### src/hdl/udpcs_pkg.sv
// udpcs_pkg: constants and types shared by the UDP checksum stream block.
// No dependencies.
package udpcs_pkg;

    // Width of the packet byte position counter (saturating)
    localparam int OFFSET_BITS = 16;

    // Ones'-complement sum kept in 17 bits (at most 0x10003 between bytes)
    localparam int SUM_BITS = 17;
    // Raw sum of running sum, pseudo word and doubled UDP word
    localparam int RAW_BITS = 19;

    // Packet byte positions of the pseudo-header fields
    localparam int PROTO_OFFSET = 9;
    localparam int ADDR_FIRST   = 12;
    localparam int ADDR_LAST    = 19;

    // Positions within the UDP segment
    localparam int UDP_LEN_LO_REL  = 5;
    localparam int UDP_CSUM_HI_REL = 6;
    localparam int UDP_CSUM_LO_REL = 7;

    // Saturation point of the offset counter
    localparam logic [OFFSET_BITS-1:0] OFFSET_MAX = {OFFSET_BITS{1'b1}};

    // Decoded contribution of one byte to the sum
    typedef struct packed {
        logic [15:0] pseudo_word;
        logic [15:0] udp_word;
        logic        udp_double;
        logic        last;
    } byte_terms_t;

endpackage

### src/hdl/udp_checksum_stream.sv
// udp_checksum_stream: UDP checksum with IPv4 pseudo header over a byte stream.
// Depends on udpcs_pkg (constants, byte_terms_t).
//
//   channel | ports                                       | carries
//   s_      | s_valid s_ready s_packet_byte s_last_byte   | packet bytes from IP header on
//   m_      | m_valid m_ready m_checksum                  | one checksum per packet
//
// One byte is taken per cycle unless the input stalls. A byte is decoded into sum
// terms in the decode register, then added into the running sum register, and on
// the last byte the checksum lands in the output register, where m_valid is raised.
// Reset (aresetn low, synchronous) clears counters, sum and valids.
// Only a last byte in the decode register waiting behind an untaken checksum
// stalls the input; other bytes keep flowing while the checksum waits.
module udp_checksum_stream (
    input  logic        aclk,
    input  logic        aresetn,
    input  logic        s_valid,
    output logic        s_ready,
    input  logic [7:0]  s_packet_byte,
    input  logic        s_last_byte,
    output logic        m_valid,
    input  logic        m_ready,
    output logic [15:0] m_checksum
);

    localparam int OB = udpcs_pkg::OFFSET_BITS;

    // Input-side packet state
    logic [OB-1:0]  offset_reg, offset_next;
    logic [5:0]     hdr_bytes_reg, hdr_bytes_next;
    logic [7:0]     pending_reg, pending_next;

    // Decode register
    logic                    dec_valid_reg;
    udpcs_pkg::byte_terms_t  dec_reg, dec_next;

    // Sum register and output register
    logic [udpcs_pkg::SUM_BITS-1:0] sum_reg, sum_next;
    logic [15:0]                    csum_reg, csum_next;
    logic                           out_valid_reg;

    logic s_xfer;
    logic advance;

    logic [OB-1:0]  rel;
    logic           in_udp;
    logic [5:0]     hdr_cur;

    logic [udpcs_pkg::RAW_BITS-1:0] raw_sum;
    logic [udpcs_pkg::SUM_BITS-1:0] fold_sum;
    logic [15:0]                    fold_out;

    // Decode stage may move on unless it holds a last byte behind a stalled output
    assign advance = !dec_valid_reg || !dec_reg.last || !out_valid_reg || m_ready;
    assign s_ready = advance;
    assign s_xfer  = s_valid && s_ready;

    // Byte decode: pseudo-header word, UDP word, offset and header length
    always_comb begin
        hdr_cur = (offset_reg == '0) ? {s_packet_byte[3:0], 2'b00} : hdr_bytes_reg;
        in_udp  = offset_reg >= OB'(hdr_cur);
        rel     = offset_reg - OB'(hdr_cur);

        dec_next             = '0;
        dec_next.last        = s_last_byte;
        pending_next         = pending_reg;

        if (offset_reg == OB'(udpcs_pkg::PROTO_OFFSET)) begin
            dec_next.pseudo_word = {8'h00, s_packet_byte};
        end else if (offset_reg >= OB'(udpcs_pkg::ADDR_FIRST) &&
                     offset_reg <= OB'(udpcs_pkg::ADDR_LAST)) begin
            dec_next.pseudo_word = offset_reg[0] ? {8'h00, s_packet_byte}
                                                 : {s_packet_byte, 8'h00};
        end

        if (in_udp) begin
            if (!rel[0]) begin
                pending_next = s_packet_byte;
                if (s_last_byte && rel != OB'(udpcs_pkg::UDP_CSUM_HI_REL)) begin
                    dec_next.udp_word = {s_packet_byte, 8'h00};
                end
            end else if (rel == OB'(udpcs_pkg::UDP_LEN_LO_REL)) begin
                // length word also stands for the pseudo-header length
                dec_next.udp_word   = {pending_reg, s_packet_byte};
                dec_next.udp_double = 1'b1;
            end else if (rel != OB'(udpcs_pkg::UDP_CSUM_LO_REL)) begin
                dec_next.udp_word = {pending_reg, s_packet_byte};
            end
        end

        hdr_bytes_next = hdr_cur;
        offset_next    = (offset_reg != udpcs_pkg::OFFSET_MAX) ? offset_reg + OB'(1)
                                                               : offset_reg;
        if (s_last_byte) begin
            hdr_bytes_next = '0;
            offset_next    = '0;
            pending_next   = '0;
        end
    end

    // Sum update: one three-operand add, one end-around fold
    always_comb begin
        raw_sum = udpcs_pkg::RAW_BITS'(sum_reg)
                + udpcs_pkg::RAW_BITS'(dec_reg.pseudo_word)
                + (dec_reg.udp_double ? udpcs_pkg::RAW_BITS'({dec_reg.udp_word, 1'b0})
                                      : udpcs_pkg::RAW_BITS'(dec_reg.udp_word));
        fold_sum = udpcs_pkg::SUM_BITS'(raw_sum[15:0])
                 + udpcs_pkg::SUM_BITS'(raw_sum[udpcs_pkg::RAW_BITS-1:16]);
        sum_next = dec_reg.last ? '0 : fold_sum;

        // final fold fits 16 bits since fold_sum never exceeds 0x10003
        fold_out  = fold_sum[15:0] + 16'(fold_sum[16]);
        csum_next = (fold_out == 16'hFFFF) ? 16'hFFFF : ~fold_out;
    end

    // Input state and decode register
    always_ff @(posedge aclk) begin
        if (!aresetn) begin
            offset_reg    <= '0;
            hdr_bytes_reg <= '0;
            pending_reg   <= '0;
            dec_valid_reg <= 1'b0;
        end else begin
            if (s_xfer) begin
                offset_reg    <= offset_next;
                hdr_bytes_reg <= hdr_bytes_next;
                pending_reg   <= pending_next;
            end
            if (advance) begin
                dec_valid_reg <= s_xfer;
            end
        end
    end

    always_ff @(posedge aclk) begin
        if (advance && s_xfer) begin
            dec_reg <= dec_next;
        end
    end

    // Running sum and output register
    always_ff @(posedge aclk) begin
        if (!aresetn) begin
            sum_reg       <= '0;
            out_valid_reg <= 1'b0;
        end else begin
            if (out_valid_reg && m_ready) begin
                out_valid_reg <= 1'b0;
            end
            if (dec_valid_reg && advance) begin
                sum_reg <= sum_next;
                if (dec_reg.last) begin
                    out_valid_reg <= 1'b1;
                end
            end
        end
    end

    always_ff @(posedge aclk) begin
        if (dec_valid_reg && advance && dec_reg.last) begin
            csum_reg <= csum_next;
        end
    end

    assign m_valid    = out_valid_reg;
    assign m_checksum = csum_reg;

    // Input stalls only for a last byte behind an untaken checksum
    a_stall_cause: assert property (@(posedge aclk) disable iff (!aresetn)
        !s_ready |-> dec_valid_reg && dec_reg.last && out_valid_reg)
        else $error("input stalled without a pending last byte");

    // Sum stays within its folded bound
    a_sum_bound: assert property (@(posedge aclk) disable iff (!aresetn)
        sum_reg <= udpcs_pkg::SUM_BITS'(17'h10003))
        else $error("running sum out of folded range");

    // A last byte clears the packet state
    a_last_clears_input: assert property (@(posedge aclk) disable iff (!aresetn)
        s_xfer && s_last_byte |=> offset_reg == '0 && hdr_bytes_reg == '0)
        else $error("packet state not cleared after last byte");

    a_last_clears_sum: assert property (@(posedge aclk) disable iff (!aresetn)
        dec_valid_reg && advance && dec_reg.last |=> sum_reg == '0 && m_valid)
        else $error("sum not cleared or checksum missing after last byte");

    // A zero checksum is always sent as all ones
    a_no_zero: assert property (@(posedge aclk) disable iff (!aresetn)
        m_valid |-> m_checksum != 16'h0000)
        else $error("zero checksum sent");

endmodule

### config.mk
export PLATFORM = sky130hd
export DESIGN_NAME = udp_checksum_stream
export DESIGN_NICKNAME = d
export VERILOG_FILES = /design/src/hdl/udpcs_pkg.sv /design/src/hdl/udp_checksum_stream.sv
export SDC_FILE = /design/constraint.sdc
export NUM_CORES = 1
export LEC_CHECK = 0
export BUFFER_PORTS_ARGS = -buffer_cell sky130_fd_sc_hd__buf_2
export CAP_MARGIN = 10
export CORE_MARGIN = 5
export CORE_UTILIZATION = 38
export CTS_CLUSTER_SIZE = 16
export DETAILED_ROUTE_END_ITERATION = 10
export GPL_ROUTABILITY_DRIVEN = 0
export PLACE_DENSITY_LB_ADDON = 0.1
export REMOVE_ABC_BUFFERS = 1
export SLEW_MARGIN = 20
export SYNTH_ARGS = -nofsm -noshare
export SYNTH_HDL_FRONTEND = slang
export SYNTH_SLANG_ARGS = --single-unit
### constraint.sdc
create_clock -name aclk -period 6.8 [get_ports aclk]
set_input_delay 0.68 -clock aclk [delete_from_list [all_inputs] [get_ports aclk]]
set_output_delay 0.68 -clock aclk [all_outputs]
set_load 0.03 [all_outputs]
### After elaboration in Yosys (flattened, before gate mapping)

Cells that the tools add are included.

| word-level totals | value |
|---|---|
| bits in registers | 99 |
| latch bits | 0 |
| bits in writable memories | 0 |
| bits in read-only memories | 0 |
| input bits | 13 |
| output and inout bits | 18 |
| memories kept | 0 |

| operators by class | value |
|---|---|
| $add $sub $neg | 6 |
| multiply operators | 0 |
| div/mod/pow operators | 0 |
| $lt $le $gt $ge | 3 |
| eq/ne operators | 7 |
| shift operators | 0 |
| multiplexer cells | 20 |
| bitwise operators | 2 |
| reductions and logical operators | 20 |

Operators with widths:

| operator | number |
|---|---|
| 16-bit 2-to-1 mux | 6 |
| 8-bit 2-to-1 mux | 6 |
| 17-bit 2-to-1 mux | 2 |
| 16-bit by 3-bit inequality test with 1-bit output, second input constant | 2 |
| 18-bit by 17-bit adder with 19-bit output | 1 |
| 17-bit by 16-bit adder with 18-bit output | 1 |
| 16-bit by 3-bit adder with 17-bit output | 1 |
| 16-bit by 1-bit adder with 16-bit output | 1 |
| 16-bit by 1-bit adder with 16-bit output, second input constant | 1 |
| 16-bit == test, second input constant | 1 |
| 16-bit by 3-bit == test with 1-bit output, second input constant | 1 |
| 16-bit by 4-bit == test with 1-bit output, second input constant | 1 |
| 16-bit by 4-bit greater-or-equal comparator with 1-bit output, second input constant | 1 |
| 16-bit by 6-bit greater-or-equal comparator with 1-bit output | 1 |
| 16-bit by 5-bit <= comparator with 1-bit output, second input constant | 1 |
| 16-bit logical NOT | 1 |
| 16-bit inequality test, second input constant | 1 |
| 16-bit inverter | 1 |
| 16-bit by 6-bit subtractor with 16-bit output | 1 |
| 6-bit 2-to-1 mux | 2 |
| 1-bit logical AND | 7 |
| 1-bit 2-to-1 mux | 4 |
| 2-bit AND reduction | 2 |
| 2-bit nonzero test | 2 |
| 6 further kinds | 10 |

### Depth between registers and ports, before layout

| logic depth | value |
|---|---|
| word-level depth | 7 |
| gate-level depth with buffers | 34 |

### Least setup slack after synthesis

Ideal clock, no wire load.

| timing | value |
|---|---|
| path type | flip-flop to flip-flop |
| from | reg dec_reg[1] (netlist bit) |
| to | reg csum_reg[14], in the netlist m_checksum[14], data pin |
| library setup time | 131 ps |
| arrival time | 6703 ps |
| slack | -34 ps |
| cell stages (with the launch flop) | 33 |
| buffers on the path | 4 |
| path through | edfxtp_1 > clkbuf_1 > clkbuf_1 > mux2_2 > fa_1 > ha_1 > clkbuf_1 > and3_1 > nand4_1 > a21o_1 > a31oi_1 > o21ai_0 > nand2b_1 > xor2_1 > inv_1 > fa_1 > nand2b_1 > a21oi_1 > nand3_1 > nor3_1 > and2_1 > and2_1 > ha_1 > nor2b_1 > o2111ai_1 > a21oi_1 > o21ai_0 > xnor2_1 > o2111ai_1 > a2111oi_4 > o2111ai_2 > buf_6 > nand2_1 |

| on the way | value |
|---|---|
| longest elaborated chain between the ends | 5 |
| elaborated cells between the ends (all ways) | 6 |
| those cells by class | 3 x add/sub; 1 x eq/ne; 1 x mux; 1 x bitwise |

Ends and longest elaborated chain:

| what | RTL line | text |
|---|---|---|
| start, declared | udp_checksum_stream.sv:35 | `udpcs_pkg::byte_terms_t dec_reg, dec_next;` |
| start signal, assigned | udp_checksum_stream.sv:137 | `dec_reg <= dec_next;` |
| 17-bit 2-to-1 mux * | udp_checksum_stream.sv:105 | `+ (dec_reg.udp_double ? udpcs_pkg::RAW_BITS'({dec_reg.udp_word, 1'b0})` |
| 18-bit by 17-bit adder with 19-bit output * | udp_checksum_stream.sv:105 |  |
| 16-bit by 3-bit adder with 17-bit output * | udp_checksum_stream.sv:108 | `+ udpcs_pkg::SUM_BITS'(raw_sum[udpcs_pkg::RAW_BITS-1:16]);` |
| 16-bit by 1-bit adder with 16-bit output * | udp_checksum_stream.sv:112 | `fold_out = fold_sum[15:0] + 16'(fold_sum[16]);` |
| 16-bit == test / 16-bit inverter (equally long branches) | udp_checksum_stream.sv:113 | `csum_next = (fold_out == 16'hFFFF) ? 16'hFFFF : ~fold_out;` |
| end signal, assigned | udp_checksum_stream.sv:161 | `csum_reg <= csum_next;` |
| end, declared | udp_checksum_stream.sv:39 | `logic [15:0] csum_reg, csum_next;` |

Every way passes the cells marked *; elsewhere a longest branch is shown, timed or not.
A chain may end at the register's enable or synchronous reset.

### Worst setup path in the final report

| timing | value |
|---|---|
| from | reg dec_reg[1] (netlist bit) |
| to | reg csum_reg[1], in the netlist m_checksum[1], data pin |

The elaborated chain is that of the path after synthesis.

==> impl_results.md <==
* Run status: finished, final reports clean
* Initial Util at 0.3847
* Cell count of the worst hold path at 1
* Arrival @ worst endpoint at 6.75 ns
* Syn avg cell area at 9.804 um^2
* Nature of the critical path endpoint: flop
* Total core area at 17180 um^2
* Hold Violations, Final at 0
* Ant. Diodes at 0
* Most repeated cell in the gate-level netlist after synthesis: sky130_fd_sc_hd__edfxtp_1
* Number of buffers added by the clock tree synthesis step at 9
* Most prevalent standard cell on the critical path: sky130_fd_sc_hd__and2_4
* Compound-Gate Fraction of Synth Area at 0.1827
* Combined area of all synthesized cells at 6608 um^2
* Worst-margin pin slew at 1.015 ns
* CP startpoint kind: flop
* Depth of the worst register-to-register path at 31
* Total vias in the final route at 5245
* Via/cell ratio at 5.413
* Startpoint of the worst hold path: hdr_bytes_reg[0]
* Clock latency reported for the late side of the worst-skew pair at 0.36 ns
* Length of the first detailed-routing pass in iterations at 5
* Critical path's slowest cell: sky130_fd_sc_hd__fa_1
* Layout cells sized above 1 at 0.2231
* Number of nets in the final layout at 801
* DRT Wirelength at 16880 um
* FF-to-FF End: m_checksum[1]
* Synth Area in Adders at 0.1144
* Antenna violations before repair at 0
* Count of mapped cells out of synthesis at 674
* Worst Setup Slack post-DPL at -0.2149 ns
* Post-DR wirelength/cell at 17.42 um
* Clk_skew at 0.01502 ns
* GRT Residual Overflow at 0
* Final period utilization at 0.9599
* Final setup margin at 0.2725 ns
* Clock buffer depth at 2
* I/O pins at 31
* Clock root buffer: sky130_fd_sc_hd__clkbuf_16
* Setup crit start: dec_reg[1]
* Area leader, netlist: sky130_fd_sc_hd__edfxtp_1
* Number of placement rows at 48
* Critical path class: flop to flop
* Commonest cells in the netlist: 50 x sky130_fd_sc_hd__edfxtp_1, 49 x sky130_fd_sc_hd__dfxtp_1, 47 x sky130_fd_sc_hd__nand2_1
* Global-route wire length before repair at 26670 um
* Number of flops mapped to enable cells by yosys at 50
* Headroom to the max-slew limit at 0.3207
* Sequential cell area at 2482 um^2
* Placed wire-length estimate after detailed placement at 12830 um
* Maximum Capacitance Violations at 0
* Setup violation total in the final timing report at 0
* Max Transition Viols Final at 0
* Number of fill cells at 1652
* Die footprint at 20130 um^2
* Max incr delay on CP at 0.55 ns
* Die extent in y at 141.9 um
* Area of combinational cells with multiple inputs at 4158 um^2
* Top cell type's share of synthesized area at 0.2272
* Top achievable clock speed at 153.2 MHz
* Class of the tightest hold or removal check: flop to flop
* Detailed-route DRC error count at 0
* Total routing usage reported by global routing at 0.1676
* Seq/Total Area, Yosys at 0.3757
* Critical Path RT at 7.02 ns
* Number of warnings reported in the yosys synthesis log at 0
* Clock-pin slew of the registers on the worst-case setup and hold paths at 0.07 ns
* Pin count of the biggest net entering global routing at 37
* Synthesized-area fraction occupied by and/or/nand/nor cells at 0.2132
* Via count of the first global-routing pass at 5060
* Post-route design area at 7856 um^2
* Number of flip-flops and latches in the synthesized netlist at 99
* Hold buffer count at CTS at 0
* IO buf count at 30
* Xor and xnor fraction of the mapped netlist area at 0.04961
* Clock Sinks at 99
* Top flip-flop cell by instance count after synthesis: sky130_fd_sc_hd__edfxtp_1
* Layout overhead on the synthesized area at 18.90%
* Maximum fanout count along the critical path at 8
* Multiplexer fraction of the synthesized cell area at 0.03465
* Combinational family with the most area after synthesis: simple AND/OR/NAND/NOR gates
* Cell variety after synth at 78
* End-of-flow core utilization at 0.4574
* Number of design-rule violations left by the first detailed-router iteration at 352
* Time the worst path needs with I/O delays and setup at 6.528 ns
* Cell leakage power at 0.002990 uW
* Clock tree from TritonCTS: yes
* Antenna Violating Nets Remaining at 0
* Leading post-synthesis cells by cell area: sky130_fd_sc_hd__edfxtp_1 23%, sky130_fd_sc_hd__dfxtp_1 15%, sky130_fd_sc_hd__fa_1 5.8%
* Worst vdd rail ir drop at 0.1169 mV
* Reg2Reg Setup Slack at 0.27 ns
* CTS H-tree depth at 3
* Number of flip-flops under the largest register name at 34
* Power Density at 228.0 nW/um^2
* Endpoint with the worst hold slack: hdr_bytes_reg[0]
* Horizontal die dimension at 141.9 um
* Instance area after placement at 7151 um^2
* Startpoint of the most critical register-to-register path: dec_reg[1]
* Share of flip-flops with an asynchronous set or reset at 0
-- where the power goes --
part / total, uW / switching [uW] / leakage (uW) / internal (uW)
registers: 673 / 14.3 / 0.000892 / 659
clock network: 544 / 248 / 0.000156 / 296
logic: 575 / 340 / 0.00194 / 235
total: 1790 / 602 / 0.00299 / 1190
-- cell families (layout without fill, tap and decap cells) --
family	count (synthesis)	count (layout)
muxes	21	21
DFF	99	99
AOI/OAI and AO/OA	165	165
adders and majority gates	49	49
xor gates and xnor gates	34	34
buffers and inverters	49	119
and+or+nand+nor	257	257
-- final cells by class --
| class | instances | area share |
|---|---|---|
| clock buffer | 9 | 0.02867 |
| clock inverter | 7 | 0.01147 |
| timing repair buffer | 79 | 0.06737 |
| tap | 225 | 0.03583 |
| sequential | 99 | 0.3160 |
| inverter | 24 | 0.01147 |
| multi-input combinational | 526 | 0.5292 |
-- cells in the final DEF (no fill, tap or decap), types with 7 or more instances in the layout --
cell type,instances
sky130_fd_sc_hd__clkbuf_16,9
sky130_fd_sc_hd__dfxtp_1,49
sky130_fd_sc_hd__ha_1,20
sky130_fd_sc_hd__buf_4,46
sky130_fd_sc_hd__xor2_1,17
sky130_fd_sc_hd__buf_2,30
sky130_fd_sc_hd__nor3_1,9
sky130_fd_sc_hd__edfxtp_1,50
sky130_fd_sc_hd__nand3_1,16
sky130_fd_sc_hd__o21ai_0,20
sky130_fd_sc_hd__and2_1,37
sky130_fd_sc_hd__a22oi_1,22
sky130_fd_sc_hd__nor4_1,9
sky130_fd_sc_hd__nand2_1,47
sky130_fd_sc_hd__ha_4,8
sky130_fd_sc_hd__nor2b_1,34
sky130_fd_sc_hd__inv_1,24
sky130_fd_sc_hd__fa_1,17
sky130_fd_sc_hd__xnor2_1,14
sky130_fd_sc_hd__o21ai_1,7
sky130_fd_sc_hd__and3_1,8
sky130_fd_sc_hd__a21oi_1,24
sky130_fd_sc_hd__a22o_1,9
sky130_fd_sc_hd__a31oi_1,8
sky130_fd_sc_hd__nand4_1,13
sky130_fd_sc_hd__nor2_1,42
sky130_fd_sc_hd__mux2_2,14
-- how the worst max path moves through the flow --
stage / end / cells past startpoint
6_report: m_checksum[1] / 31
5_1_grt: m_checksum[3] / 31
4_1_cts: m_checksum[3] / 31
3_5_place_dp: m_checksum[3] / 32
3_3_place_gp: m_checksum[3] / 32
2_1_floorplan: m_checksum[9] / 30
-- per-stage QoR --
| stage | TNS [ns] | total power [uW] | cells | hold WS [ns] |
|---|---|---|---|---|
| CTS | 0 | 1768 | 956 | 0.4842 |
| finish | 0 | 1791 | 969 | 0.4896 |
| global placement | 0 | 1185 | 933 | 0.4657 |
| detailed placement | -2.979 | 1187 | 933 | 0.4667 |
| floorplan | -0.0002225 | 1030 | 649 | 0.4438 |
| global route | -0.3832 | 1889 | 969 | 0.4938 |
-- metal layers --
layer | track usage | routed length (um) | part of all wire
met1 | 0.2295 | 7939 | 0.47
met5 | 0 | 0 | 0
met2 | 0.2741 | 8110 | 0.48
met3 | 0.03067 | 595 | 0.035
met4 | 0.04293 | 234 | 0.014
-- what timing repair did --
action	in CTS	in global routing
gates resized for setup	11	40
gates cloned	0	2
setup buffers	7	11
pin swaps	1	27
setup endpoints to repair	16	16
endpoints found under the hold margin	0	0
-- critical path: cells and delay by family (launching register included) --
family          cells  cell delay (ns)
buf+inv             3             0.38
compound gates      9             1.60
mux                 1             0.35
flops               1             0.51
xor+xnor            2             0.40
simple gates       11             1.51
fa+ha+maj           5             1.65
No activity file was read; power rests on OpenSTA's default activity.
